<file path="src/hdl/lsc_pkg.sv">
`default_nettype none
// ----------------------------------------------------------------------------
// lsc_pkg
// Shared types and constants of the eight-channel line sensor centroid unit.
// ----------------------------------------------------------------------------
package lsc_pkg;

    localparam int CHANNELS            = 8;
    localparam int ERROR_FRACTION_BITS = 14;

    // configuration register indexes
    localparam logic [2:0] REG_BLACK_LO   = 3'd0;
    localparam logic [2:0] REG_BLACK_HI   = 3'd1;
    localparam logic [2:0] REG_WHITE_LO   = 3'd2;
    localparam logic [2:0] REG_WHITE_HI   = 3'd3;
    localparam logic [2:0] REG_FULL_SCALE = 3'd4;
    localparam logic [2:0] REG_LINE_WHITE = 3'd5;
    localparam logic [2:0] REG_NO_LINE    = 3'd6;

    // status codes
    localparam logic [1:0] ST_OK          = 2'd0;
    localparam logic [1:0] ST_NOT_CAL     = 2'd1;
    localparam logic [1:0] ST_READ_FAILED = 2'd2;

    typedef struct packed {
        logic [15:0] raw_ch0;
        logic [15:0] raw_ch1;
        logic [15:0] raw_ch2;
        logic [15:0] raw_ch3;
        logic [15:0] raw_ch4;
        logic [15:0] raw_ch5;
        logic [15:0] raw_ch6;
        logic [15:0] raw_ch7;
        logic [3:0]  channels_read;
    } frame_t;

    typedef struct packed {
        logic [15:0]        level_ch0;
        logic [15:0]        level_ch1;
        logic [15:0]        level_ch2;
        logic [15:0]        level_ch3;
        logic [15:0]        level_ch4;
        logic [15:0]        level_ch5;
        logic [15:0]        level_ch6;
        logic [15:0]        level_ch7;
        logic [7:0]         line_mask;
        logic [15:0]        peak_strength;
        logic signed [15:0] line_error;
        logic [1:0]         status;
    } result_t;

    typedef struct packed {
        logic capture;
        logic ch_prep;
        logic div_start;
        logic cen_mode;
        logic ch_write;
        logic acc_step;
        logic cen_prep;
        logic cen_write;
        logic out_load;
    } cmd_t;

    typedef struct packed {
        logic       cal_ok;
        logic [3:0] chan_limit;
        logic       full;
        logic       need_div;
        logic       div_busy;
        logic       total_zero;
    } sts_t;

endpackage
`default_nettype wire

</file>
<file path="src/hdl/lsc_div.sv">
`default_nettype none
// ----------------------------------------------------------------------------
// lsc_div
// Restoring divider, one quotient bit per cycle. The caller must start the
// remainder below the divisor (the block does not enforce it); dividend bits are shifted in MSB first.
// ----------------------------------------------------------------------------
module lsc_div (
    input  wire logic        clk,
    input  wire logic        rst_n,
    input  wire logic        start,
    input  wire logic [4:0]  steps,
    input  wire logic [21:0] rem_init,
    input  wire logic [15:0] low_bits,
    input  wire logic [21:0] den,
    output logic             busy,
    output logic [15:0]      quot
);

    logic        busy_reg, busy_next;
    logic [4:0]  cnt_reg, cnt_next;
    logic [21:0] rem_reg, rem_next;
    logic [15:0] low_reg, low_next;
    logic [15:0] quot_reg, quot_next;
    logic [21:0] den_reg, den_next;
    logic [22:0] r2;
    logic [22:0] diff;
    logic        ge;

    always_comb
    begin
        r2        = {rem_reg, low_reg[15]};
        ge        = r2 >= {1'b0, den_reg};
        diff      = r2 - {1'b0, den_reg};
        busy_next = busy_reg;
        cnt_next  = cnt_reg;
        rem_next  = rem_reg;
        low_next  = low_reg;
        quot_next = quot_reg;
        den_next  = den_reg;
        if (start)
        begin
            busy_next = 1'b1;
            cnt_next  = steps;
            rem_next  = rem_init;
            low_next  = low_bits;
            quot_next = '0;
            den_next  = den;
        end
        else if (busy_reg)
        begin
            rem_next  = ge ? diff[21:0] : r2[21:0];
            low_next  = {low_reg[14:0], 1'b0};
            quot_next = {quot_reg[14:0], ge};
            cnt_next  = cnt_reg - 5'd1;
            busy_next = cnt_reg != 5'd1;
        end
    end

    always_ff @(posedge clk or negedge rst_n)
    begin
        if (!rst_n)
        begin
            busy_reg <= 1'b0;
            cnt_reg  <= '0;
        end
        else
        begin
            busy_reg <= busy_next;
            cnt_reg  <= cnt_next;
        end
    end

    always_ff @(posedge clk)
    begin
        rem_reg  <= rem_next;
        low_reg  <= low_next;
        quot_reg <= quot_next;
        den_reg  <= den_next;
    end

    assign busy = busy_reg;
    assign quot = quot_reg;

endmodule
`default_nettype wire

</file>
<file path="src/hdl/lsc_datapath.sv">
`default_nettype none
// ----------------------------------------------------------------------------
// lsc_datapath
// Calibration registers, level and mask store, per-channel scaling,
// weight accumulation and centroid error.
// ----------------------------------------------------------------------------
module lsc_datapath #(
    parameter int ERROR_FRACTION_BITS = lsc_pkg::ERROR_FRACTION_BITS
) (
    input  wire logic            clk,
    input  wire logic            rst_n,
    input  wire logic            cfg_wr_en,
    input  wire logic [2:0]      cfg_index,
    input  wire logic [63:0]     cfg_data,
    input  wire lsc_pkg::frame_t frame,
    input  wire lsc_pkg::cmd_t   cmd,
    input  wire logic [2:0]      ch,
    output lsc_pkg::sts_t        sts,
    output lsc_pkg::result_t     result
);

    logic [63:0]        black_lo_reg, black_hi_reg, white_lo_reg, white_hi_reg;
    logic [15:0]        fs_reg;
    logic               liw_reg;
    logic [15:0]        no_line_reg;

    logic [15:0]        raw_reg [8];
    logic [15:0]        level_reg [8];
    logic [7:0]         mask_reg;
    logic [3:0]         limit_reg;
    logic               full_reg;
    logic [1:0]         status_reg;

    logic [31:0]        prod_reg;
    logic [15:0]        range_reg;
    logic               below_reg, above_reg;

    logic [18:0]        total_reg;
    logic [21:0]        wsum_reg;
    logic [15:0]        peak_reg;
    logic [21:0]        mag_reg, den_reg;
    logic               neg_reg, eq_reg;
    logic [15:0]        err_reg;

    // channel fields
    logic [127:0]       blk_all, wht_all;
    logic [15:0]        blk, wht, raw, dd, rng;
    logic               cal_ok;
    logic               ge_blk;
    logic [17:0]        d3;
    logic [16:0]        r2x;
    logic               hi_hit, lo_hit;

    // accumulation
    logic [15:0]        lvl, clamped, w;
    logic [23:0]        num;
    logic [21:0]        den7;
    logic [21:0]        mag;

    // divider
    logic               div_busy;
    logic [15:0]        quot;
    logic [21:0]        div_rem_init, div_den;
    logic [15:0]        div_low;
    logic [4:0]         div_steps;
    logic [15:0]        qmag;

    assign blk_all = {black_hi_reg, black_lo_reg};
    assign wht_all = {white_hi_reg, white_lo_reg};

    always_comb
    begin
        cal_ok = fs_reg != 16'd0;
        for (int i = 0; i < 8; i++)
        begin
            if (wht_all[i*16 +: 16] <= blk_all[i*16 +: 16])
                cal_ok = 1'b0;
        end
    end

    assign blk    = blk_all[{ch, 4'd0} +: 16];
    assign wht    = wht_all[{ch, 4'd0} +: 16];
    assign raw    = raw_reg[ch];
    assign ge_blk = raw >= blk;
    assign dd     = raw - blk;
    assign rng    = wht - blk;
    assign d3     = {2'b0, dd} + {1'b0, dd, 1'b0};
    assign r2x    = {rng, 1'b0};
    // raw > black + 2*range/3  <=>  3*d > 2*range
    assign hi_hit = ge_blk && (raw != blk) && (d3 > {1'b0, r2x});
    // raw < black + range/3    <=>  3*d + 3 <= range
    assign lo_hit = !ge_blk || ((d3 + 18'd3) <= {2'b0, rng});

    assign lvl     = level_reg[ch];
    assign clamped = (lvl > fs_reg) ? fs_reg : lvl;
    assign w       = liw_reg ? clamped : fs_reg - clamped;

    assign num  = {1'b0, wsum_reg, 1'b0} - 24'(total_reg) * 24'd7;
    assign den7 = 22'(total_reg) * 22'd7;
    assign mag  = num[23] ? 22'(-num) : num[21:0];

    always_comb
    begin
        if (cmd.cen_mode)
        begin
            div_rem_init = mag_reg;
            div_low      = '0;
            div_den      = den_reg;
            div_steps    = 5'(ERROR_FRACTION_BITS);
        end
        else
        begin
            div_rem_init = {6'd0, prod_reg[31:16]};
            div_low      = prod_reg[15:0];
            div_den      = {6'd0, range_reg};
            div_steps    = 5'd16;
        end
    end

    lsc_div u_div (
        .clk      (clk),
        .rst_n    (rst_n),
        .start    (cmd.div_start),
        .steps    (div_steps),
        .rem_init (div_rem_init),
        .low_bits (div_low),
        .den      (div_den),
        .busy     (div_busy),
        .quot     (quot)
    );

    assign qmag = eq_reg ? 16'(1 << ERROR_FRACTION_BITS) : quot;

    always_ff @(posedge clk or negedge rst_n)
    begin
        if (!rst_n)
        begin
            black_lo_reg <= '0;
            black_hi_reg <= '0;
            white_lo_reg <= '0;
            white_hi_reg <= '0;
            fs_reg       <= '0;
            liw_reg      <= 1'b0;
            no_line_reg  <= '0;
            mask_reg     <= '0;
            limit_reg    <= '0;
            full_reg     <= 1'b0;
            status_reg   <= lsc_pkg::ST_OK;
            for (int i = 0; i < 8; i++)
                level_reg[i] <= '0;
        end
        else
        begin
            if (cfg_wr_en)
            begin
                case (cfg_index)
                    lsc_pkg::REG_BLACK_LO:   black_lo_reg <= cfg_data;
                    lsc_pkg::REG_BLACK_HI:   black_hi_reg <= cfg_data;
                    lsc_pkg::REG_WHITE_LO:   white_lo_reg <= cfg_data;
                    lsc_pkg::REG_WHITE_HI:   white_hi_reg <= cfg_data;
                    lsc_pkg::REG_FULL_SCALE: fs_reg       <= cfg_data[15:0];
                    lsc_pkg::REG_LINE_WHITE: liw_reg      <= cfg_data[0];
                    lsc_pkg::REG_NO_LINE:    no_line_reg  <= cfg_data[15:0];
                    default: ;
                endcase
            end
            if (cmd.capture)
            begin
                full_reg  <= frame.channels_read[3];
                limit_reg <= frame.channels_read[3] ? 4'd8 : frame.channels_read;
                if (!cal_ok)
                    status_reg <= lsc_pkg::ST_NOT_CAL;
                else if (!frame.channels_read[3])
                    status_reg <= lsc_pkg::ST_READ_FAILED;
                else
                    status_reg <= lsc_pkg::ST_OK;
            end
            if (cmd.ch_prep)
            begin
                if (hi_hit)
                    mask_reg[ch] <= 1'b1;
                else if (lo_hit)
                    mask_reg[ch] <= 1'b0;
            end
            if (cmd.ch_write)
                level_reg[ch] <= below_reg ? 16'd0 : (above_reg ? fs_reg : quot);
        end
    end

    always_ff @(posedge clk)
    begin
        if (cmd.capture)
        begin
            raw_reg[0] <= frame.raw_ch0;
            raw_reg[1] <= frame.raw_ch1;
            raw_reg[2] <= frame.raw_ch2;
            raw_reg[3] <= frame.raw_ch3;
            raw_reg[4] <= frame.raw_ch4;
            raw_reg[5] <= frame.raw_ch5;
            raw_reg[6] <= frame.raw_ch6;
            raw_reg[7] <= frame.raw_ch7;
            total_reg  <= '0;
            wsum_reg   <= '0;
            peak_reg   <= '0;
            err_reg    <= no_line_reg;
        end
        if (cmd.ch_prep)
        begin
            prod_reg  <= 32'(dd) * 32'(fs_reg);
            range_reg <= rng;
            below_reg <= raw <= blk;
            above_reg <= raw >= wht;
        end
        if (cmd.acc_step)
        begin
            total_reg <= total_reg + 19'(w);
            wsum_reg  <= wsum_reg + 22'(w) * 22'(ch);
            if (w > peak_reg)
                peak_reg <= w;
        end
        if (cmd.cen_prep)
        begin
            mag_reg <= mag;
            den_reg <= den7;
            neg_reg <= num[23];
            eq_reg  <= mag == den7;
        end
        if (cmd.cen_write)
            err_reg <= neg_reg ? 16'(-qmag) : qmag;
        if (cmd.out_load)
        begin
            result.level_ch0     <= level_reg[0];
            result.level_ch1     <= level_reg[1];
            result.level_ch2     <= level_reg[2];
            result.level_ch3     <= level_reg[3];
            result.level_ch4     <= level_reg[4];
            result.level_ch5     <= level_reg[5];
            result.level_ch6     <= level_reg[6];
            result.level_ch7     <= level_reg[7];
            result.line_mask     <= mask_reg;
            result.peak_strength <= peak_reg;
            result.line_error    <= err_reg;
            result.status        <= status_reg;
        end
    end

    always_comb
    begin
        sts.cal_ok     = cal_ok;
        sts.chan_limit = limit_reg;
        sts.full       = full_reg;
        sts.need_div   = !below_reg && !above_reg;
        sts.div_busy   = div_busy;
        sts.total_zero = total_reg == 19'd0;
    end

endmodule
`default_nettype wire

</file>
<file path="src/hdl/lsc_ctrl.sv">
`default_nettype none
// ----------------------------------------------------------------------------
// lsc_ctrl
// Sequencer: walks the read channels, the weight accumulation and the
// centroid division, then hands the word to the output register.
// ----------------------------------------------------------------------------
module lsc_ctrl (
    input  wire logic          clk,
    input  wire logic          rst_n,
    input  wire logic          frame_valid,
    output logic               frame_stall,
    output logic               result_valid,
    input  wire logic          result_stall,
    input  wire lsc_pkg::sts_t sts,
    output lsc_pkg::cmd_t      cmd,
    output logic [2:0]         ch
);

    localparam logic [3:0] S_IDLE      = 4'd0;
    localparam logic [3:0] S_CH_PREP   = 4'd1;
    localparam logic [3:0] S_CH_DIV    = 4'd2;
    localparam logic [3:0] S_CH_WAIT   = 4'd3;
    localparam logic [3:0] S_CH_WRITE  = 4'd4;
    localparam logic [3:0] S_ACC       = 4'd5;
    localparam logic [3:0] S_CEN_PREP  = 4'd6;
    localparam logic [3:0] S_CEN_DIV   = 4'd7;
    localparam logic [3:0] S_CEN_WAIT  = 4'd8;
    localparam logic [3:0] S_CEN_WRITE = 4'd9;
    localparam logic [3:0] S_DONE      = 4'd10;

    logic [3:0] state_reg, state_next;
    logic [3:0] ch_reg, ch_next;
    logic       valid_reg, valid_next;
    logic       accept;

    assign frame_stall = state_reg != S_IDLE;
    assign accept      = frame_valid && !frame_stall;

    always_comb
    begin
        state_next = state_reg;
        ch_next    = ch_reg;
        cmd        = '0;
        valid_next = valid_reg && result_stall;
        case (state_reg)
            S_IDLE:
            begin
                if (accept)
                begin
                    cmd.capture = 1'b1;
                    ch_next     = '0;
                    state_next  = sts.cal_ok ? S_CH_PREP : S_DONE;
                end
            end
            S_CH_PREP:
            begin
                if (ch_reg >= sts.chan_limit)
                begin
                    ch_next    = '0;
                    state_next = sts.full ? S_ACC : S_DONE;
                end
                else
                begin
                    cmd.ch_prep = 1'b1;
                    state_next  = S_CH_DIV;
                end
            end
            S_CH_DIV:
            begin
                if (sts.need_div)
                begin
                    cmd.div_start = 1'b1;
                    state_next    = S_CH_WAIT;
                end
                else
                    state_next = S_CH_WRITE;
            end
            S_CH_WAIT:
            begin
                if (!sts.div_busy)
                    state_next = S_CH_WRITE;
            end
            S_CH_WRITE:
            begin
                cmd.ch_write = 1'b1;
                ch_next      = ch_reg + 4'd1;
                state_next   = S_CH_PREP;
            end
            S_ACC:
            begin
                cmd.acc_step = 1'b1;
                ch_next      = ch_reg + 4'd1;
                if (ch_reg[2:0] == 3'd7)
                    state_next = S_CEN_PREP;
            end
            S_CEN_PREP:
            begin
                cmd.cen_prep = 1'b1;
                state_next   = S_CEN_DIV;
            end
            S_CEN_DIV:
            begin
                cmd.cen_mode = 1'b1;
                if (sts.total_zero)
                    state_next = S_DONE;
                else
                begin
                    cmd.div_start = 1'b1;
                    state_next    = S_CEN_WAIT;
                end
            end
            S_CEN_WAIT:
            begin
                cmd.cen_mode = 1'b1;
                if (!sts.div_busy)
                    state_next = S_CEN_WRITE;
            end
            S_CEN_WRITE:
            begin
                cmd.cen_write = 1'b1;
                state_next    = S_DONE;
            end
            S_DONE:
            begin
                if (!valid_reg || !result_stall)
                begin
                    cmd.out_load = 1'b1;
                    valid_next   = 1'b1;
                    state_next   = S_IDLE;
                end
            end
            default:
                state_next = S_IDLE;
        endcase
    end

    always_ff @(posedge clk or negedge rst_n)
    begin
        if (!rst_n)
        begin
            state_reg <= S_IDLE;
            ch_reg    <= '0;
            valid_reg <= 1'b0;
        end
        else
        begin
            state_reg <= state_next;
            ch_reg    <= ch_next;
            valid_reg <= valid_next;
        end
    end

    assign result_valid = valid_reg;
    assign ch           = ch_reg[2:0];

endmodule
`default_nettype wire

</file>
<file path="src/hdl/line_sensor_centroid_8ch_unit.sv">
`default_nettype none
// ----------------------------------------------------------------------------
// line_sensor_centroid_8ch_unit
// Eight-channel line sensor: calibrated levels, hysteresis mask, peak weight
// and Q-format centroid error.
//
// Input word: eight raw samples and a count of channels read, taken when
// frame_valid is high and frame_stall low. Output word: levels, mask, peak,
// error and status, offered on result_valid until taken with result_stall low.
// One frame is worked at a time. Each read channel whose sample lies between
// the calibration points is scaled by the 16-step shared divider; a sample
// at or beyond a calibration point skips the division. A full frame then
// adds weight accumulation over the eight channels and the centroid
// division; an uncalibrated frame goes straight to the output register.
// The next frame is taken as soon as the result sits in the
// output register, even while the receiver stalls it; a stalled result holds.
// Reset clears configuration, levels, mask and the handshake state.
// Configuration is written through cfg_wr_en / cfg_index / cfg_data.
// ----------------------------------------------------------------------------
module line_sensor_centroid_8ch_unit #(
    parameter int ERROR_FRACTION_BITS = lsc_pkg::ERROR_FRACTION_BITS
) (
    input  wire logic             clk,
    input  wire logic             rst_n,
    input  wire logic             cfg_wr_en,
    input  wire logic [2:0]       cfg_index,
    input  wire logic [63:0]      cfg_data,
    input  wire logic             frame_valid,
    output logic                  frame_stall,
    input  wire lsc_pkg::frame_t  frame,
    output logic                  result_valid,
    input  wire logic             result_stall,
    output lsc_pkg::result_t      result
);

    lsc_pkg::cmd_t cmd;
    lsc_pkg::sts_t sts;
    logic [2:0]    ch;

    lsc_ctrl u_ctrl (
        .clk          (clk),
        .rst_n        (rst_n),
        .frame_valid  (frame_valid),
        .frame_stall  (frame_stall),
        .result_valid (result_valid),
        .result_stall (result_stall),
        .sts          (sts),
        .cmd          (cmd),
        .ch           (ch)
    );

    lsc_datapath #(
        .ERROR_FRACTION_BITS (ERROR_FRACTION_BITS)
    ) u_datapath (
        .clk       (clk),
        .rst_n     (rst_n),
        .cfg_wr_en (cfg_wr_en),
        .cfg_index (cfg_index),
        .cfg_data  (cfg_data),
        .frame     (frame),
        .cmd       (cmd),
        .ch        (ch),
        .sts       (sts),
        .result    (result)
    );

endmodule
`default_nettype wire
</file>
<file path="config.mk">
export PLATFORM = sky130hd
export DESIGN_NAME = line_sensor_centroid_8ch_unit
export DESIGN_NICKNAME = d
export VERILOG_FILES = /design/src/hdl/lsc_pkg.sv /design/src/hdl/lsc_div.sv /design/src/hdl/lsc_datapath.sv /design/src/hdl/lsc_ctrl.sv /design/src/hdl/line_sensor_centroid_8ch_unit.sv
export SDC_FILE = /design/constraint.sdc
export NUM_CORES = 2
export LEC_CHECK = 0
export ABC_AREA = 1
export BUFFER_PORTS_ARGS = -buffer_cell sky130_fd_sc_hd__buf_2
export CAP_MARGIN = 30
export CORE_UTILIZATION = 35
export DETAILED_ROUTE_END_ITERATION = 7
export GPL_ROUTABILITY_DRIVEN = 0
export SETUP_SLACK_MARGIN = 0.02
export SYNTH_ARGS = -nofsm -noshare
export SYNTH_HDL_FRONTEND = slang
export SYNTH_SLANG_ARGS = --single-unit
export TNS_END_PERCENT = 10
</file>
<file path="constraint.sdc">
create_clock -name clk -period 11 [get_ports clk]
set_input_delay 2.2 -clock clk [delete_from_list [all_inputs] [get_ports clk]]
set_output_delay 2.2 -clock clk [all_outputs]
set_load 0.005 [all_outputs]
</file>
==> results <==
- Port buffering added 375 buffers.
- The post-synthesis cell area is 63600 µm².
- At the placement stage, the worst setup path has a slack of 865 ps.
- Yosys attributes the largest share of cell area to sky130_fd_sc_hd__edfxtp_1, sky130_fd_sc_hd__dfrtp_1, sky130_fd_sc_hd__ha_1.
- The hold path startpoint is u_datapath.err_reg[1].
- Clock-pin slew was measured on the worst setup and hold paths at 70 ps.
- In the post-synthesis netlist, the cell with the most instances is sky130_fd_sc_hd__nand2_1.
- The TritonCTS sink count is 989.
- The die is 428 µm wide.
- The transition time of the tightest slew-check pin is 1250 ps.
- The worst-path maximum fanout is 19.
- The clock arrives with 40.5 ps of skew.
- Synthesis inferred 989 register bits.
- The buffer count from post-CTS setup fixing is 0.
- The register with the most flip-flops in the layout has 170 of them.
- Counting every instance in the synthesized netlist gives 6942.
- In the final layout, the share of cells above drive strength 1 is 0.108.
- In this run the critical register-to-register path is launched from u_ctrl.ch_reg[0].
- In the finished design, the share of the clock period the worst path needs comes to 0.931.
- In this run, synthesis inferred 511 flip-flops with an integrated enable.
- In the synthesized netlist the dominant register cell turns out to be sky130_fd_sc_hd__edfxtp_1.
- After detailed routing, the met2 layer carries 91.1 mm of wire.
- The signal arrival time at the worst endpoint is 10720 ps.
- For this run, the post-layout net count is 8282.
- The peak per-stage delay on the critical path is 630 ps.
- At the worst endpoint, the required time is 11480 ps.
- When the netlist entered floorplanning its net count stood at 7932.
- The residual DRC count is 0.
- After clock tree synthesis, the flow added hold-fix buffers numbering 0.
- The core box area is 181000 µm².
- The flow ran to the end, and the final reports show no timing, DRC or antenna violations.
- The total grt overflow is 0.
- The most area-hungry cell type in the Yosys netlist is sky130_fd_sc_hd__edfxtp_1.
- For the worst-skew pair, the clock arrives at the later sink with an insertion delay of 750 ps.
- The setup path with the least slack is of type reg -> reg.
- The routed wire length per instance is 21.2 µm.
- By count the netlist is led by sky130_fd_sc_hd__nand2_1, sky130_fd_sc_hd__inv_1, sky130_fd_sc_hd__o21ai_0.
- Setup repair after global routing left no endpoint under its margin.
- The slowest stage of the critical path belongs to the cell sky130_fd_sc_hd__dfrtp_1.
- The remaining antenna violation count is 0.
- The via count of the first global-routing pass is 50.3k.
- The routed layout has 51.4k vias.
- In the global route stage, overall resource usage came out at 0.222.
- The largest net degree at the start of global routing is 171.
- The first detailed-routing pass ran for 6 iterations.
- In this run the worst setup path begins at u_ctrl.ch_reg[0].
- The minimum setup slack in the final design is 763 ps.
- The number of buffers on the longest clock path is 3.
- The tree is rooted in a sky130_fd_sc_hd__clkbuf_16.
- Setup violations remaining at the end of the flow were counted as 0.
- The total I/O pin count is 376.
- Summed over all failing endpoints, the final setup total negative slack is 0 ps.
- The die covers 183000 µm².
- Headroom to the max-slew limit came out at 0.170.
- The detailed router finished its first iteration with 5004 violations.
- TritonCTS created 106 clock buffers.
- The H-tree was split into 3 levels.
- The first global-routing pass estimated 312 mm of wire.
- The worst min-delay path category is reg -> reg.
- The number of hold violations in the final report was 0.
- The per-cell via count in the routed design is 5.27.
- The upper clock frequency limit is 97.7 MHz.
- The initial utilization of the core area, before any placement, comes to 0.352.
- Across the run, the number of max-cap violations was 0.
- The top layer reached by signal wires is met4.
- The number of pins with negative max-slew slack in the final report is 0.
- The area share of the largest cell type after synthesis is 0.241.
- The sequential cell area is 27100 µm².
- Relative to the synthesized area, the layout overhead comes to 13.5%.
- TritonCTS built the clock tree.
- The average instance in the mapped netlist occupies 9.16 µm².
- The cell repeated most along the worst path is sky130_fd_sc_hd__inv_1.
- The number of filler instances in the final layout is 17.8k.
- The met3 wirelength from detailed routing is 16.9 mm.
- The number of cell rows is 156.
- The die height is 428 µm.
- Counting flops with an async set or reset pin after synthesis yields a share of 0.451.
- Summed over all nets, the half-perimeter wirelength after detailed placement is 162 mm.
- The nature of the critical path endpoint is a flip-flop.
- The routed design has 207 mm of wire.
- The combined area of the multi-input logic cells is 31300 µm².
- For this run, the number of Yosys warnings is 0.
- The sort of element at the start of the critical path is a flip-flop.
- The final critical-path required period is 10240 ps.
- The number of distinct standard cells referenced by the synthesized netlist is 69.
- The share of synthesized area occupied by flip-flops and latches is 0.427.
- The number of antenna violations at the first check in global routing is 7.
- The number of gates resized after CTS was 0.
- In the final routing, the length of wire on met1 measures 87.8 mm.
-- layer usage --
metal | vias to the layer above | global-route usage
met3 | 457 | 0.0387
met4 | 0 | 0.107
met2 | 2259 | 0.342
li1 | 23769 | -
met5 | - | 0
met1 | 24924 | 0.301
-- cell families (layout without fill, tap and decap cells) --
logic type,Yosys count,in the layout,share of synthesized area
compound gates,1342,1342,0.125
xor+xnor,146,146,0.0210
fa+ha+maj,786,786,0.188
buf+inv,1396,1835,0.0834
flops,989,989,0.427
mux,62,62,0.0110
other cells,0,3,0
simple gates,2221,2221,0.144
-- layout by cell type (no fill, tap or decap), types with 14 or more instances in the layout --
| master | Yosys | layout |
|---|---|---|
| sky130_fd_sc_hd__edfxtp_1 | 511 | 511 |
| sky130_fd_sc_hd__o2111ai_1 | 20 | 20 |
| sky130_fd_sc_hd__mux2_2 | 62 | 62 |
| sky130_fd_sc_hd__buf_2 | 24 | 380 |
| sky130_fd_sc_hd__clkinv_2 | 0 | 14 |
| sky130_fd_sc_hd__o21ai_0 | 548 | 548 |
| sky130_fd_sc_hd__xnor2_1 | 46 | 46 |
| sky130_fd_sc_hd__a211oi_1 | 31 | 31 |
| sky130_fd_sc_hd__inv_2 | 17 | 17 |
| sky130_fd_sc_hd__a21o_1 | 14 | 14 |
| sky130_fd_sc_hd__nor2_2 | 13 | 19 |
| sky130_fd_sc_hd__fa_1 | 283 | 283 |
| sky130_fd_sc_hd__nor3_1 | 35 | 31 |
| sky130_fd_sc_hd__nor4_1 | 15 | 15 |
| sky130_fd_sc_hd__o211ai_1 | 20 | 20 |
| sky130_fd_sc_hd__dfrtp_1 | 446 | 446 |
| sky130_fd_sc_hd__a31oi_1 | 16 | 16 |
| sky130_fd_sc_hd__clkbuf_1 | 180 | 29 |
| sky130_fd_sc_hd__ha_1 | 503 | 503 |
| sky130_fd_sc_hd__nand2_2 | 19 | 19 |
| sky130_fd_sc_hd__dfxtp_1 | 32 | 32 |
| sky130_fd_sc_hd__a22o_1 | 62 | 62 |
| sky130_fd_sc_hd__a221oi_1 | 78 | 78 |
| sky130_fd_sc_hd__clkbuf_16 | 0 | 110 |
| sky130_fd_sc_hd__nand2_1 | 1370 | 1367 |
| sky130_fd_sc_hd__o21ai_1 | 20 | 20 |
| sky130_fd_sc_hd__a22oi_1 | 53 | 53 |
| sky130_fd_sc_hd__o21bai_1 | 21 | 21 |
| sky130_fd_sc_hd__a21oi_1 | 326 | 326 |
| sky130_fd_sc_hd__inv_1 | 1150 | 1147 |
| sky130_fd_sc_hd__buf_4 | 3 | 72 |
| sky130_fd_sc_hd__nor2_1 | 446 | 437 |
| sky130_fd_sc_hd__nand4_1 | 90 | 90 |
| sky130_fd_sc_hd__nand3_1 | 187 | 186 |
| sky130_fd_sc_hd__o21a_1 | 24 | 24 |
| sky130_fd_sc_hd__xor2_1 | 93 | 93 |
| sky130_fd_sc_hd__o22ai_1 | 72 | 72 |
-- critical path: cells and delay by family (launching register included) --
family / cells / cell delay [ps]
AOI/OAI and AO/OA: 16 / 2760
adders and majority gates: 8 / 3720
buffers and inverters: 11 / 1570
DFF: 1 / 630
and+or+nand+nor: 8 / 1300
-- final timing paths --
check / endpoint / slack, ps / depth (start not counted)
setup / recovery: u_datapath.prod_reg[28] / 760 / 43
hold / removal: u_datapath.result[3] / 420 / 0
setup reg to reg: u_datapath.prod_reg[28] / 760 / 43
hold reg to reg: u_datapath.result[3] / 420 / 0
max in group asynchronous: u_ctrl.result_valid / 7570 / 3
min in group asynchronous: u_datapath.black_lo_reg[47] / 1440 / 1
-- layout make-up --
class / instances / area share
Antenna cell: 3 / 0.000104
Clock buffer: 147 / 0.0412
Clock inverter: 50 / 0.00965
Inverter: 1172 / 0.0610
Multi-Input combinational cell: 4557 / 0.433
Sequential cell: 989 / 0.376
Tap cell: 2370 / 0.0411
Timing Repair Buffer: 466 / 0.0379
-- per-stage QoR --
stage	std cells	area (µm²)	hold WS [ps]	utilization
6_report	9754	72200	418	0.400
5_1_grt	9754	72200	422	0.400
4_1_cts	9749	72100	411	0.399
3_5_place_dp	9552	68400	405	0.379
3_3_place_gp	9543	68300	405	0.379
2_1_floorplan	6942	63600	400	-
Power is not shown: default switching activity piles up to over one toggle a cycle in this logic, so the estimate is an artifact.
